==> config.mk <==
export PLATFORM = sky130hd
export DESIGN_NAME = macro_keyword_scanner
export DESIGN_NICKNAME = d
export VERILOG_FILES = /design/src/rtl/mks_pkg.sv /design/src/rtl/mks_scan.sv /design/src/rtl/mks_queue.sv /design/src/rtl/mks_report.sv /design/src/rtl/macro_keyword_scanner.sv
export SDC_FILE = /design/constraint.sdc
export NUM_CORES = 1
export LEC_CHECK = 0
export BUFFER_PORTS_ARGS = -buffer_cell sky130_fd_sc_hd__buf_2
export CAP_MARGIN = 20
export CORE_MARGIN = 4
export CORE_UTILIZATION = 67
export DETAILED_ROUTE_END_ITERATION = 8
export PLACE_DENSITY = 0.89
export SLEW_MARGIN = 20
export SYNTH_ARGS = -nofsm -noshare
export SYNTH_HDL_FRONTEND = slang
export SYNTH_SLANG_ARGS = --single-unit
==> constraint.sdc <==
create_clock -name clock -period 11.2 [get_ports clock]
set_input_delay 2.24 -clock clock [delete_from_list [all_inputs] [get_ports clock]]
set_output_delay 2.24 -clock clock [all_outputs]
set_load 0.005 [all_outputs]
==> src/rtl/mks_pkg.sv <==
// ============================================================================
// mks_pkg
// Shared types, keyword table and sizes for the macro keyword scanner.
// ============================================================================
`default_nettype none

package mks_pkg;

   // keyword set and window sizes
   localparam int NUM_KW     = 22;
   localparam int WIN_DEPTH  = 13;
   localparam int KW_MAX_LEN = WIN_DEPTH + 1;
   localparam int KW_BITS    = 8 * KW_MAX_LEN;
   localparam int KW_ID_W    = $clog2(NUM_KW);
   localparam int WIN_CNT_W  = $clog2(WIN_DEPTH + 1);
   localparam int LEN_W      = $clog2(KW_MAX_LEN + 1);

   // flag queue between scan and report
   localparam int Q_DEPTH = 2;
   localparam int Q_PTR_W = $clog2(Q_DEPTH);
   localparam int Q_CNT_W = $clog2(Q_DEPTH + 1);

   typedef logic [7:0]           byte_type;
   typedef logic [NUM_KW-1:0]    kw_vec_type;
   typedef logic [KW_ID_W-1:0]   kw_id_type;
   typedef logic [3:0]           sev_type;
   typedef logic [LEN_W-1:0]     len_type;
   typedef logic [WIN_CNT_W-1:0] win_cnt_type;
   typedef logic [KW_BITS-1:0]   kw_text_type;

   // keyword text, right aligned: the keyword's last char sits in bits [7:0]
   localparam kw_text_type KW_TEXT [NUM_KW] = '{
      "AutoOpen",       {"Workbook", "_Open"},
      {"Document", "_Open"},                  "DocumentOpen",
      "AutoExec",       "AutoExit",
      {"Auto", "_Close"},                     "AutoClose",
      "DocumentChange", "AutoNew",
      {"Document", "_New"},                   "NewDocument",
      "CreateObject",   "allocateMemory", "copyMemory",    "shellExecute",
      "Environ",        "Open",           "Write",         "Put",
      "Binary",         "Shell"
   };

   localparam len_type KW_LEN [NUM_KW] = '{
      len_type'(8),  len_type'(13), len_type'(13), len_type'(12),
      len_type'(8),  len_type'(8),  len_type'(10), len_type'(9),
      len_type'(14), len_type'(7),  len_type'(12), len_type'(11),
      len_type'(12), len_type'(14), len_type'(10), len_type'(12),
      len_type'(7),  len_type'(4),  len_type'(5),  len_type'(3),
      len_type'(6),  len_type'(5)
   };

   localparam sev_type KW_SEV [NUM_KW] = '{
      sev_type'(7),  sev_type'(7),  sev_type'(7),  sev_type'(7),
      sev_type'(10), sev_type'(9),  sev_type'(7),  sev_type'(7),
      sev_type'(9),  sev_type'(10), sev_type'(9),  sev_type'(8),
      sev_type'(8),  sev_type'(8),  sev_type'(8),  sev_type'(8),
      sev_type'(8),  sev_type'(8),  sev_type'(8),  sev_type'(8),
      sev_type'(8),  sev_type'(8)
   };

endpackage

`default_nettype wire

==> src/rtl/mks_scan.sv <==
// ============================================================================
// mks_scan
// Front end: byte window, parallel keyword comparators and found flags.
// On a script's final byte the final flag word goes to the queue.
// ============================================================================
`default_nettype none

module mks_scan import mks_pkg::*; (
   input  wire logic       clock,
   input  wire logic       reset,
   input  wire logic       req_valid,
   output      logic       req_ready,
   input  wire byte_type   req_text_byte,
   input  wire logic       req_end_of_script,
   output      logic       push_valid,
   input  wire logic       push_ready,
   output      kw_vec_type push_flags
);

   byte_type    win_ff [WIN_DEPTH];
   win_cnt_type win_cnt_ff, win_cnt_in;
   kw_vec_type  found_ff, found_in;
   kw_vec_type  match;
   byte_type    taps [KW_MAX_LEN];
   logic        accept;

   assign req_ready = push_ready;
   assign accept    = req_valid && req_ready;

   // taps: current byte, then the window, newest first
   always_comb begin
      taps[0] = req_text_byte;
      for (int i = 1; i < KW_MAX_LEN; i++) begin
         taps[i] = win_ff[i-1];
      end
   end

   // one comparator per keyword, each over its own length
   always_comb begin
      for (int k = 0; k < NUM_KW; k++) begin
         match[k] = ((KW_LEN[k] - len_type'(1)) <= len_type'(win_cnt_ff));
         for (int i = 0; i < KW_MAX_LEN; i++) begin
            if (len_type'(i) < KW_LEN[k]) begin
               if (taps[i] != KW_TEXT[k][8*i +: 8]) begin
                  match[k] = 1'b0;
               end
            end
         end
      end
   end

   // flags and window fill
   always_comb begin
      found_in   = found_ff;
      win_cnt_in = win_cnt_ff;
      if (accept) begin
         if (req_end_of_script) begin
            found_in   = '0;
            win_cnt_in = '0;
         end else begin
            found_in = found_ff | match;
            if (win_cnt_ff != win_cnt_type'(WIN_DEPTH)) begin
               win_cnt_in = win_cnt_ff + win_cnt_type'(1);
            end
         end
      end
   end

   assign push_valid = accept && req_end_of_script;
   assign push_flags = found_ff | match;

   always_ff @(posedge clock) begin
      if (reset) begin
         found_ff   <= '0;
         win_cnt_ff <= '0;
      end else begin
         found_ff   <= found_in;
         win_cnt_ff <= win_cnt_in;
      end
   end

   // byte window shift, contents gated by the fill count
   always_ff @(posedge clock) begin
      if (accept) begin
         win_ff[0] <= req_text_byte;
         for (int i = 1; i < WIN_DEPTH; i++) begin
            win_ff[i] <= win_ff[i-1];
         end
      end
   end

endmodule

`default_nettype wire

==> src/rtl/mks_queue.sv <==
// ============================================================================
// mks_queue
// Small FIFO of per-script flag words between the scan and report sides.
// ============================================================================
`default_nettype none

module mks_queue import mks_pkg::*; (
   input  wire logic       clock,
   input  wire logic       reset,
   input  wire logic       wr_valid,
   output      logic       wr_ready,
   input  wire kw_vec_type wr_flags,
   output      logic       rd_valid,
   input  wire logic       rd_ready,
   output      kw_vec_type rd_flags
);

   kw_vec_type         mem_ff [Q_DEPTH];
   logic [Q_PTR_W-1:0] wr_ptr_ff, wr_ptr_in;
   logic [Q_PTR_W-1:0] rd_ptr_ff, rd_ptr_in;
   logic [Q_CNT_W-1:0] cnt_ff, cnt_in;
   logic               do_wr, do_rd;

   assign wr_ready = (cnt_ff != Q_CNT_W'(Q_DEPTH));
   assign rd_valid = (cnt_ff != '0);
   assign rd_flags = mem_ff[rd_ptr_ff];
   assign do_wr    = wr_valid && wr_ready;
   assign do_rd    = rd_valid && rd_ready;

   // pointer and count update
   always_comb begin
      wr_ptr_in = wr_ptr_ff;
      rd_ptr_in = rd_ptr_ff;
      cnt_in    = cnt_ff;
      if (do_wr) begin
         wr_ptr_in = (wr_ptr_ff == Q_PTR_W'(Q_DEPTH - 1)) ? '0 : wr_ptr_ff + Q_PTR_W'(1);
      end
      if (do_rd) begin
         rd_ptr_in = (rd_ptr_ff == Q_PTR_W'(Q_DEPTH - 1)) ? '0 : rd_ptr_ff + Q_PTR_W'(1);
      end
      if (do_wr && !do_rd) begin
         cnt_in = cnt_ff + Q_CNT_W'(1);
      end else if (do_rd && !do_wr) begin
         cnt_in = cnt_ff - Q_CNT_W'(1);
      end
   end

   always_ff @(posedge clock) begin
      if (reset) begin
         wr_ptr_ff <= '0;
         rd_ptr_ff <= '0;
         cnt_ff    <= '0;
      end else begin
         wr_ptr_ff <= wr_ptr_in;
         rd_ptr_ff <= rd_ptr_in;
         cnt_ff    <= cnt_in;
      end
   end

   always_ff @(posedge clock) begin
      if (do_wr) begin
         mem_ff[wr_ptr_ff] <= wr_flags;
      end
   end

endmodule

`default_nettype wire

==> src/rtl/mks_report.sv <==
// ============================================================================
// mks_report
// Back end: walks one flag word lowest id first and emits one result word
// per set flag, or one no-hit word, through an output register.
// ============================================================================
`default_nettype none

module mks_report import mks_pkg::*; (
   input  wire logic       clock,
   input  wire logic       reset,
   input  wire logic       pop_valid,
   output      logic       pop_ready,
   input  wire kw_vec_type pop_flags,
   output      logic       rsp_valid,
   input  wire logic       rsp_ready,
   output      logic       rsp_hit,
   output      kw_id_type  rsp_keyword_id,
   output      sev_type    rsp_severity,
   output      logic       rsp_last_of_run
);

   logic       busy_ff, busy_in;
   kw_vec_type flags_ff, flags_in;
   logic       rsp_valid_ff, rsp_valid_in;
   logic       hit_ff, hit_in;
   kw_id_type  id_ff, id_in;
   sev_type    sev_ff, sev_in;
   logic       last_ff, last_in;
   kw_id_type  sel;
   kw_vec_type remaining;
   logic       step;

   assign pop_ready = !busy_ff;
   assign step      = busy_ff && (!rsp_valid_ff || rsp_ready);

   // lowest set flag
   always_comb begin
      sel = '0;
      for (int i = NUM_KW - 1; i >= 0; i--) begin
         if (flags_ff[i]) begin
            sel = kw_id_type'(i);
         end
      end
      remaining = flags_ff & ~(kw_vec_type'(1) << sel);
   end

   // next result word and walk state
   always_comb begin
      busy_in      = busy_ff;
      flags_in     = flags_ff;
      rsp_valid_in = rsp_valid_ff && !rsp_ready;
      hit_in       = hit_ff;
      id_in        = id_ff;
      sev_in       = sev_ff;
      last_in      = last_ff;
      if (!busy_ff) begin
         if (pop_valid) begin
            busy_in  = 1'b1;
            flags_in = pop_flags;
         end
      end else if (step) begin
         rsp_valid_in = 1'b1;
         if (flags_ff == '0) begin
            // no keyword in this script
            hit_in  = 1'b0;
            id_in   = '0;
            sev_in  = '0;
            last_in = 1'b1;
            busy_in = 1'b0;
         end else begin
            hit_in   = 1'b1;
            id_in    = sel;
            sev_in   = KW_SEV[sel];
            last_in  = (remaining == '0);
            busy_in  = (remaining != '0);
            flags_in = remaining;
         end
      end
   end

   always_ff @(posedge clock) begin
      if (reset) begin
         busy_ff      <= 1'b0;
         rsp_valid_ff <= 1'b0;
      end else begin
         busy_ff      <= busy_in;
         rsp_valid_ff <= rsp_valid_in;
      end
   end

   always_ff @(posedge clock) begin
      flags_ff <= flags_in;
      hit_ff   <= hit_in;
      id_ff    <= id_in;
      sev_ff   <= sev_in;
      last_ff  <= last_in;
   end

   assign rsp_valid       = rsp_valid_ff;
   assign rsp_hit         = hit_ff;
   assign rsp_keyword_id  = id_ff;
   assign rsp_severity    = sev_ff;
   assign rsp_last_of_run = last_ff;

endmodule

`default_nettype wire

==> src/rtl/macro_keyword_scanner.sv <==
// ============================================================================
// macro_keyword_scanner
// Scans script bytes for 22 fixed keywords and reports the ones found.
// ============================================================================
// Usage:
//   req_ channel: one script byte per word, req_end_of_script on the last
//   byte. A byte is taken every cycle while req_ready is high; the scan side
//   compares the byte and a 13-byte window against all keywords in parallel.
//   rsp_ channel: at the end of each script, one word per keyword found, in
//   id order, or a single no-hit word; rsp_last_of_run marks the final one.
//   With the report side idle, the final flag word is written to the queue,
//   then loaded into the report flag register, then into the output
//   register as the first result word. Results leave one per cycle while
//   rsp_ready is high, pausing between scripts while the next flag word loads.
//   Throughput: 1 byte per cycle on the input while the queue has room; the
//   report side walks one flag per cycle. A 2-entry flag queue sits between
//   scan and report, so req_ready drops only when two finished scripts wait
//   behind the one being reported, as under a stalled receiver or a run of
//   very short scripts; when rsp_ready is low the output register holds.
//   Reset (synchronous, active high) empties the window, flags and queue
//   and drops rsp_valid.
// ============================================================================
`default_nettype none

module macro_keyword_scanner import mks_pkg::*; (
   input  wire logic      clock,
   input  wire logic      reset,
   input  wire logic      req_valid,
   output      logic      req_ready,
   input  wire byte_type  req_text_byte,
   input  wire logic      req_end_of_script,
   output      logic      rsp_valid,
   input  wire logic      rsp_ready,
   output      logic      rsp_hit,
   output      kw_id_type rsp_keyword_id,
   output      sev_type   rsp_severity,
   output      logic      rsp_last_of_run
);

   logic       push_valid, push_ready;
   kw_vec_type push_flags;
   logic       pop_valid, pop_ready;
   kw_vec_type pop_flags;

   mks_scan u_scan (
      .clock             (clock),
      .reset             (reset),
      .req_valid         (req_valid),
      .req_ready         (req_ready),
      .req_text_byte     (req_text_byte),
      .req_end_of_script (req_end_of_script),
      .push_valid        (push_valid),
      .push_ready        (push_ready),
      .push_flags        (push_flags)
   );

   mks_queue u_queue (
      .clock    (clock),
      .reset    (reset),
      .wr_valid (push_valid),
      .wr_ready (push_ready),
      .wr_flags (push_flags),
      .rd_valid (pop_valid),
      .rd_ready (pop_ready),
      .rd_flags (pop_flags)
   );

   mks_report u_report (
      .clock           (clock),
      .reset           (reset),
      .pop_valid       (pop_valid),
      .pop_ready       (pop_ready),
      .pop_flags       (pop_flags),
      .rsp_valid       (rsp_valid),
      .rsp_ready       (rsp_ready),
      .rsp_hit         (rsp_hit),
      .rsp_keyword_id  (rsp_keyword_id),
      .rsp_severity    (rsp_severity),
      .rsp_last_of_run (rsp_last_of_run)
   );

   // a finished script is in the queue right after its final byte
   a_end_queued: assert property (@(posedge clock) disable iff (reset)
      req_valid && req_ready && req_end_of_script |=> pop_valid)
      else $error("final byte did not reach the flag queue");

   // a no-hit word is always the last and carries zero id and severity
   a_nohit_form: assert property (@(posedge clock) disable iff (reset)
      rsp_valid && !rsp_hit |-> rsp_last_of_run && rsp_keyword_id == '0
                                && rsp_severity == '0)
      else $error("malformed no-hit result");

   // a hit word carries a listed id and its table severity
   a_hit_sev: assert property (@(posedge clock) disable iff (reset)
      rsp_valid && rsp_hit |-> rsp_keyword_id < kw_id_type'(NUM_KW)
                               && rsp_severity == KW_SEV[rsp_keyword_id])
      else $error("hit result with bad id or severity");

   // output register is empty after reset
   a_reset_idle: assert property (@(posedge clock)
      reset |=> !rsp_valid)
      else $error("result valid after reset");

endmodule

`default_nettype wire

## Yosys cells after proc, flatten, opt, wreduce, memory -nomap -nowiden

Memory sizes are Yosys's and may differ from the RTL's. A register that Yosys moved wholly into a read port is not among the register bits.
Cells that the tools add are included.

| cells by class | value |
|---|---|
| $add $sub $neg | 5 |
| magnitude comparators | 12 |
| equal/unequal tests | 121 |
| shift operators | 1 |
| mux-type cells | 244 |
| bitwise gates (word level) | 4 |
| reduce and logical (&&, ||, !) cells | 24 |

Operators by type and width:

| operator | number |
|---|---|
| $ne A8 B7 Y1 const B | 117 |
| $mux W1 | 213 |
| $mux W22 | 5 |
| $mux W5 | 22 |
| $logic_not A22 Y1 | 2 |
| $le A4 B4 Y1 const A | 6 |
| $and A22 B22 Y22 | 1 |
| $not A22 Y22 | 1 |
| $or A22 B22 Y22 | 1 |
| $reduce_bool A22 Y1 | 1 |
| $shl A1 B5 Y22 const A | 1 |
| $le A3 B4 Y1 const A | 4 |
| $le A2 B4 Y1 const A | 2 |
| $logic_and A1 B1 Y1 | 8 |
| $mux W4 | 2 |
| $reduce_bool A2 Y1 | 4 |
| $ne A2 B2 Y1 const B | 3 |
| $not A5 Y6 | 1 |
| $logic_not A1 Y1 | 5 |
| $add A4 B1 Y4 const B | 1 |
| $mux W2 | 2 |
| $ne A4 B4 Y1 const B | 1 |
| $reduce_and A2 Y1 | 2 |
| $reduce_and A3 Y1 | 1 |
| 4 further kinds | 5 |

| word-level totals | value |
|---|---|
| flip-flop bits (word level) | 61 |
| RAM bits | 148 |
| memory bits (read-only) | 128 |
| input port bits | 13 |
| output and inout bits | 13 |
| word-level logic and storage cells | 425 |
| memories | 3 |

Memories:

| name | depth | bits a word | read ports | clocked after Yosys merged registers in | write ports | RTL line | source |
|---|---|---|---|---|---|---|---|
| (name not given) | 32 | 4 | 1 | 1 | 0 | mks_report.sv:73 | `sev_in = KW_SEV[sel];` |
| u_scan.win_ff | 13 | 8 | 13 | 0 | 13 | mks_scan.sv:20 | `byte_type win_ff [WIN_DEPTH];` |
| u_queue.mem_ff | 2 | 22 | 1 | 1 | 1 | mks_queue.sv:18 | `kw_vec_type mem_ff [Q_DEPTH];` |

## Longest topological paths before layout

Gate-level depths: netlist of the first run.

| logic depth | value |
|---|---|
| word-level depth | 29 |
| depth in mapped cells | 9 |
| depth with buffers taken out | 9 |

## Cells and area by module

Synthesis of the first run repeated with hierarchy kept, for this count alone.

| unflattened totals | value |
|---|---|
| cells, all modules | 794 |
| area total of the unflattened synthesis | 10032.1 um^2 |

By module, submodules not included:

| module | times used | cells an instance | area each (um^2) | sequential area each (um^2) |
|---|---|---|---|---|
| mks_scan | 1 | 491 | 6085.8 | 3643.5 |
| mks_report | 1 | 211 | 2144.6 | 1031.0 |
| mks_queue | 1 | 92 | 1801.7 | 1421.4 |

## Worst setup path before layout of the first run

No wires, ideal clock.

| timing path | value |
|---|---|
| path kind | in2reg |
| start point | in req_valid |
| end point | mem u_scan.win_ff[0][0] in the netlist's numbering, enable pin |
| setup time | 509 ps |
| arrival | 5474 ps |
| required time | 10691 ps |
| path slack | 5217 ps |
| stages on the path | 3 |
| path buffers | 1 |
| cell sequence | nand2_1 clkinv_1 clkbuf_1 |

RTL lines:

| what | RTL line | source |
|---|---|---|
| start, declared | macro_keyword_scanner.sv:28 | `input wire logic req_valid,` |
| end, declared | mks_scan.sv:20 |  |

## Worst setup path in the final report of the first run

| timing path | value |
|---|---|
| start point | in req_valid |
| end point | reg u_queue.cnt_ff[1] |

| between the ends | value |
|---|---|
| longest elaborated chain between the ends | 6 |
| elaborated cells on any way between the ends | 8 |
| those cells by class | 1 x mux; 7 x reduce/logical |

RTL lines:

| what | RTL line | source |
|---|---|---|
| $logic_and A1 B1 Y1 * | mks_scan.sv:28 | `assign accept = req_valid && req_ready;` |
| $logic_and A1 B1 Y1 * | mks_scan.sv:69 | `assign push_valid = accept && req_end_of_script;` |
| $logic_and A1 B1 Y1 * | mks_queue.sv:27 | `assign do_wr = wr_valid && wr_ready;` |
| named net u_queue.do_wr | mks_queue.sv:22 | `logic do_wr, do_rd;` |
| $logic_not A1 Y1 | mks_queue.sv:43 | `end else if (do_rd && !do_wr) begin` |
| $logic_and A1 B1 Y1 | mks_queue.sv:43 |  |
| $reduce_bool A2 Y1 (no line) | - |  |
| end signal, assigned | mks_queue.sv:56 | `cnt_ff <= cnt_in;` |
| end, declared | mks_queue.sv:21 | `logic [Q_CNT_W-1:0] cnt_ff, cnt_in;` |

The timed path passes the listed nets; every way through them passes the cells marked *.
A chain may end at the register's enable or synchronous reset.

==> run summary, run 1 <==
hold_buf cts = 0
flop2flop setup slack = 7.71 ns
power density cells = 234 mW/mm^2
HPWL Detailed = 19,100 um
Antenna diodes = 0
chip height = 128 um
Data required, critical path = 11.62 ns
dominant cells by area after synthesis = edfxtp_1 57%, dfxtp_1 6.9%, o211a_1 2.4%
# IOs = 26
CP endpoint kind = flip-flop
CTS root buffer = clkbuf_16
RSZ-0062 raised after global routing = no
total power = 0.00250 W
global-route wire length before repair = 42,200 um
fin. max-slew vios = 0
Mapped Nets = 792
Final nets = 831
Layout Area Growth over Synthesis = 11.4%
Post-Place Cells = 970
number of synthesized flops with an enable pin = 181
filler-free cell count of the finished design = 1,010
crit path kind = input pin to flip-flop
die width = 128 um
Hold Fails Final Rpt = 0
Max FO, Critical Path = 73
row cnt = 43
worst hold slack = 0.431 ns
share of cells above drive strength 1 = 0.106
Cell Area, Synth = 0.00960 mm^2
Final setup viols = 0
dpl cell area = 0.00994 mm^2
Post-synth ARST share = 0
post-synthesis cell type count = 67
fmax = 224 MHz
Pleak = 3.77 nW
GR Overflow Total = 0
top_reg_cell synth = edfxtp_1
drt pass-1 iters = 6
DR vias = 7,316
Reg clk slew, reported paths = 0.06 ns
Least-Margin Pin Slew = 1.02 ns
maximum clock path buffer count = 3
Hold Path Class = flip-flop to flip-flop
CP Launch Type = input pin
DR WL/cell = 26.7 um
htree depth = 1
post-route design area = 0.0107 mm^2
Initial Util = 0.689
Vias/cell = 7.24
skew final = 0.00878 ns
Yosys warnings = 0
I/O Buffers = 25
Die ar. = 0.0163 mm^2
number of global-route vias before repair = 7,073
Peak VDD IR = 0.228 mV
top-area cell type share of the netlist area = 0.566
sequential area share after synthesis = 0.635
Synth Register Bits = 214
Slew headroom = 0.321
post-layout min period = 4.47 ns
initial antenna violation count = 0
1st-iter DRT viols = 1,219
Post-Route WL = 26,900 um
worst skew pair latency = 0.49 ns
cts bufs inserted = 22
PostCTS Resize Cnt = 0
Setup TNS Final = 0 ns
Num Clock Sinks = 214
antenna-violating nets left = 0
Core ar. = 0.0139 mm^2
largest net degree at the start of global routing = 74
Arr. time, crit path = 4.90 ns
outcome = finished, final reports clean
TritonCTS clock tree = done
number of max-cap violations = 0
final period utilization = 0.399
residual DRC count = 0
Post-Syn Area per Cell = 12.4 um^2
Syn Inst Count = 775
total track usage = 0.338
GPL Wtd Cong = 1.02
Synth area leader = edfxtp_1
setup repair bufs after CTS = 0
## area by class of cell
type | instances | area (um^2)
timing repair buffer | 31 | 170
multi-input combinational | 521 | 3370
sequential | 214 | 6100
inverter | 24 | 92.6
clock buffer | 30 | 622
fill | 842 | 3240
clock inverter | 10 | 126
tap | 180 | 225
## critical path, stage by stage
cell	delay, ns
buf_2	0.08
nand2_1	0.13
inv_4	0.49
buf_4	0.82
nand2_1	0.23
inv_1	0.14
ha_1	0.27
or3_1	0.35
a21oi_1	0.15
## routing by layer
metal  vias to the layer above  wire [um]  share of wire  global-route usage
met2                       568      12300           0.46               0.520
met3                        66       3360           0.12              0.0783
met5                         -          0              0                   0
met1                      3546      10600           0.39               0.498
met4                         0        705          0.026              0.0805
li1                       3136          -              -                   -
## stage by stage
stage / utilization / worst slack (ns)
floorplan: - / 5.22
global placement: 0.714 / 6.36
detailed placement: 0.714 / 6.19
CTS: 0.767 / 6.70
global route: 0.768 / 6.47
finish: 0.768 / 6.73
## Yosys cell counts (5+ instances only)
cell type and instances:
nand3_1 30, nand2_1 49, nand3b_1 19, a31o_2 5, nor2b_1 28, o31ai_1 8
nor3_1 30, clkbuf_1 14, or3_1 9, inv_1 23, or4_1 10, nand4b_1 7
a41o_1 7, mux2i_1 10, edfxtp_1 181, nor4_1 27, nand4_1 20, and3_1 8
o211ai_1 5, o21ai_0 22, nor2_1 55, a21oi_1 27, dfxtp_1 33, nor4b_1 13
nand2b_1 19, o211a_1 23, a211oi_1 12, o21bai_1 5
## path summary, 6_finish.rpt
check | endpoint | from | depth (start not counted)
min | u_scan.win_ff[0][38]$_DFFE_PP_ | u_scan.win_ff[0][30]$_DFFE_PP_ | 0
min reg2reg | u_scan.win_ff[0][38]$_DFFE_PP_ | u_scan.win_ff[0][30]$_DFFE_PP_ | 0
max | u_queue.cnt_ff[1]$_SDFFE_PP0P_ | req_valid | 9
max reg2reg | u_report.rsp_last_of_run$_SDFFCE_PN1P_ | u_report.flags_ff[5]$_DFFE_PP_ | 8
## logic make-up after synthesis
group	share of synthesized area
AO/OA/AOI/OAI	0.110
XOR/XNOR	0.00365
adder cells (fa/ha/maj)	0.00521
buffers and inverters	0.0156
flip-flops	0.635
multiplexers	0.0104
AND/OR/NAND/NOR	0.220
## cell usage in the layout, fill, tap and decap left out, types with 10 or more instances in the layout
cell / instances
a211oi_1: 12
a21oi_1: 27
buf_2: 25
clkbuf_16: 23
dfxtp_1: 33
edfxtp_1: 181
inv_1: 23
mux2i_1: 10
nand2_1: 49
nand2b_1: 19
nand3_1: 30
nand3b_1: 19
nand4_1: 20
nor2_1: 55
nor2b_1: 28
nor3_1: 30
nor4_1: 27
nor4b_1: 13
o211a_1: 23
o21ai_0: 21
or4_1: 10
## flip-flops by register name, indices dropped and copies added, names as in the netlist, 2 cells and up, named ones only
name	count
u_report.rsp_severity	4
u_report.flags_ff	22
u_scan.win_ff	104
u_queue.cnt_ff	2
u_queue.mem_ff	44
u_scan.win_cnt_ff	4
u_scan.found_ff	22
u_report.rsp_keyword_id	5
## power breakdown
part,switching (W),leakage (nW),internal [W]
Combinational,0.000342,1.40,0.000158
Clock,0.000291,0.369,0.000458
Sequential,0.000175,2.00,0.00108
Power figures use the tool's default switching activity.
==> run 2, diff against run 1 <==
--- a/config.mk
+++ b/config.mk
@@ -8,9 +8,9 @@
 export BUFFER_PORTS_ARGS = -buffer_cell sky130_fd_sc_hd__buf_2
 export CAP_MARGIN = 20
 export CORE_MARGIN = 4
-export CORE_UTILIZATION = 67
+export CORE_UTILIZATION = 56
 export DETAILED_ROUTE_END_ITERATION = 8
-export PLACE_DENSITY = 0.89
+export PLACE_DENSITY = 0.8
 export SLEW_MARGIN = 20
 export SYNTH_ARGS = -nofsm -noshare
 export SYNTH_HDL_FRONTEND = slang
==> constraint.sdc (replaced) <==
create_clock -name clock -period 3.72 [get_ports clock]
set_input_delay 0.744 -clock clock [delete_from_list [all_inputs] [get_ports clock]]
set_output_delay 0.744 -clock clock [all_outputs]
set_load 0.005 [all_outputs]
==> run 2 against run 1 <==
Final area up 1.9%. Flip-flop and latch count unchanged. Power rose to 3.1 times the previous value. Critical path depth down 1. Clock power rose to 3.1 times the previous value. Final cell count up 5.2%. Critical path type is now flip-flop to flip-flop. Combinational power rose to 3.1 times the previous value. First-iteration DRC count down 34%.
==> run summary, run 2 (same netlist as run 1, synthesis figures left out) <==
max reg flops = 104 (unchanged)
HPWL Detailed = 20,000 um (+4.7%)
final period utilization = 0.840
Layout Area Growth over Synthesis = 13.6%
global-route wire length before repair = 41,300 um (-2.2%)
skew final = 0.0130 ns (+0.00418 ns)
die width = 139 um (+8.8%)
final worst slack = 0.594 ns (-6.13 ns)
hold_buf cts = 0 (unchanged)
Antenna diodes = 0 (unchanged)
Largest regs = u_scan.win_ff x104, u_queue.mem_ff x44
Final nets = 843 (+1.4%)
post-route design area = 0.0109 mm^2 (+1.9%)
residual DRC count = 0 (unchanged)
GR Overflow Total = 0 (unchanged)
Post-Place Cells = 1,021 (+5.3%)
share of cells above drive strength 1 = 0.127 (+0.0209)
Arr. time, crit path = 3.46 ns (-1.44 ns)
chip height = 139 um (+8.8%)
filler-free cell count of the finished design = 1,063 (+5.2%)
Post-Route WL = 27,000 um (+0.28%)
drt pass-1 iters = 5 (-1)
DR vias = 7,031 (-3.9%)
Setup TNS Final = 0 ns (unchanged)
Vias/cell = 6.61 (-8.7%)
leading cell type in the layout, fill and taps excluded = edfxtp_1
post-layout min period = 3.13 ns
row cnt = 47 (+9.3%)
TritonCTS clock tree = done
setup repair bufs after CTS = 0 (unchanged)
htree depth = 1 (unchanged)
Die ar. = 0.0193 mm^2 (+18%)
maximum clock path buffer count = 3 (unchanged)
most frequent cells in the layout = 181 x edfxtp_1, 54 x nor2_1, 49 x nand2_1
initial antenna violation count = 1 (+1)
CTS root buffer = clkbuf_16
Pleak = 3.87 nW (+2.5%)
Initial Util = 0.575 (-0.114)
Reg with most FFs = u_scan.win_ff
1st-iter DRT viols = 802 (-34%)
Hold Fails Final Rpt = 0 (unchanged)
dpl cell area = 0.0101 mm^2 (+1.5%)
largest net degree at the start of global routing = 95 (+28%)
# IOs = 26 (unchanged)
Data required, critical path = 4.05 ns (-7.57 ns)
fin. max-slew vios = 0 (unchanged)
number of global-route vias before repair = 6,896 (-2.5%)
CP Launch Type = flip-flop
Max FO, Critical Path = 14 (-81%)
I/O Buffers = 25 (unchanged)
Hold Path Class = flip-flop to flip-flop
total track usage = 0.277 (-0.0613)
worst skew pair latency = 0.51 ns (+0.02 ns)
outcome = finished, final reports clean
worst hold slack = 0.437 ns (+0.00596 ns)
Slew headroom = 0.417 (+0.0967)
Peak VDD IR = 0.508 mV (+120%)
Final setup viols = 0 (unchanged)
CP endpoint kind = flip-flop
cts bufs inserted = 23 (+4.5%)
antenna-violating nets left = 0 (unchanged)
Core ar. = 0.0167 mm^2 (+20%)
number of max-cap violations = 0 (unchanged)
Reg clk slew, reported paths = 0.06 ns (about the same)
PostCTS Resize Cnt = 0 (unchanged)
Num Clock Sinks = 214 (unchanged)
DR WL/cell = 25.4 um (-4.7%)
Setup WS pre-CTS = 0.655 ns (-5.54 ns)
GPL Wtd Cong = 0.998 (-2.1%)
RSZ-0062 raised after global routing = no
crit path kind = flip-flop to flip-flop
Least-Margin Pin Slew = 0.867 ns (-0.152 ns)
fmax = 320 MHz
power density cells = 703 mW/mm^2 (+200%)
-- run 2: changes by cell type in the layout (fill, tap and decap cells not counted), sizes merged --
cell	delta
buf	+11
clkbuf	+5
bufinv	-3
clkinv	-2
inv	+2
-- run 2: power breakdown --
group	switching (W)	internal (W)	total (W)
combinational	0.00104	0.000504	0.00154
sequential	0.000538	0.00325	0.00379
clock	0.000924	0.00141	0.00233
-- run 2: cell type report --
type	count	area, um^2
sequential	214	6100
fill	1258	5800
multi-input combinational	521	3370
clock buffer	35	754
tap	220	275
timing repair buffer	42	265
inverter	24	92.6
clock inverter	7	50.0
-- run 2: final timing paths --
path,startpoint,end,slack [ns],depth (start not counted)
hold reg to reg,u_scan.win_ff[0][46]$_DFFE_PP_,u_scan.win_ff[0][54]$_DFFE_PP_,0.44,0
hold / removal,u_scan.win_ff[0][46]$_DFFE_PP_,u_scan.win_ff[0][54]$_DFFE_PP_,0.44,0
setup / recovery,u_report.flags_ff[13]$_DFFE_PP_,u_report.rsp_last_of_run$_SDFFCE_PN1P_,0.59,8
setup reg to reg,u_report.flags_ff[13]$_DFFE_PP_,u_report.rsp_last_of_run$_SDFFCE_PN1P_,0.59,8
-- run 2: routing by layer --
metal,global-route usage,part of all wire,vias to the layer above
li1,-,-,3165
met1,0.415,0.44,3442
met2,0.398,0.42,361
met3,0.0700,0.098,61
met4,0.0891,0.033,2
met5,0,0.00048,-
-- run 2: worst max-delay path, stage by stage, from the launching register on --
cell and delay [ns]:
edfxtp_1 0.49, or3_1 0.38, o211ai_1 0.45, a21oi_1 0.13, buf_4 0.23, o41ai_1 0.50, o21ai_1 0.18, nor4_2 0.36
nor4b_2 0.24
-- run 2: metrics by stage --
step	util	total power (W)
2_1_floorplan	-	0.00464
3_3_place_gp	0.604	0.00528
3_5_place_dp	0.604	0.00531
4_1_cts	0.652	0.00764
5_1_grt	0.653	0.00800
6_report	0.653	0.00766
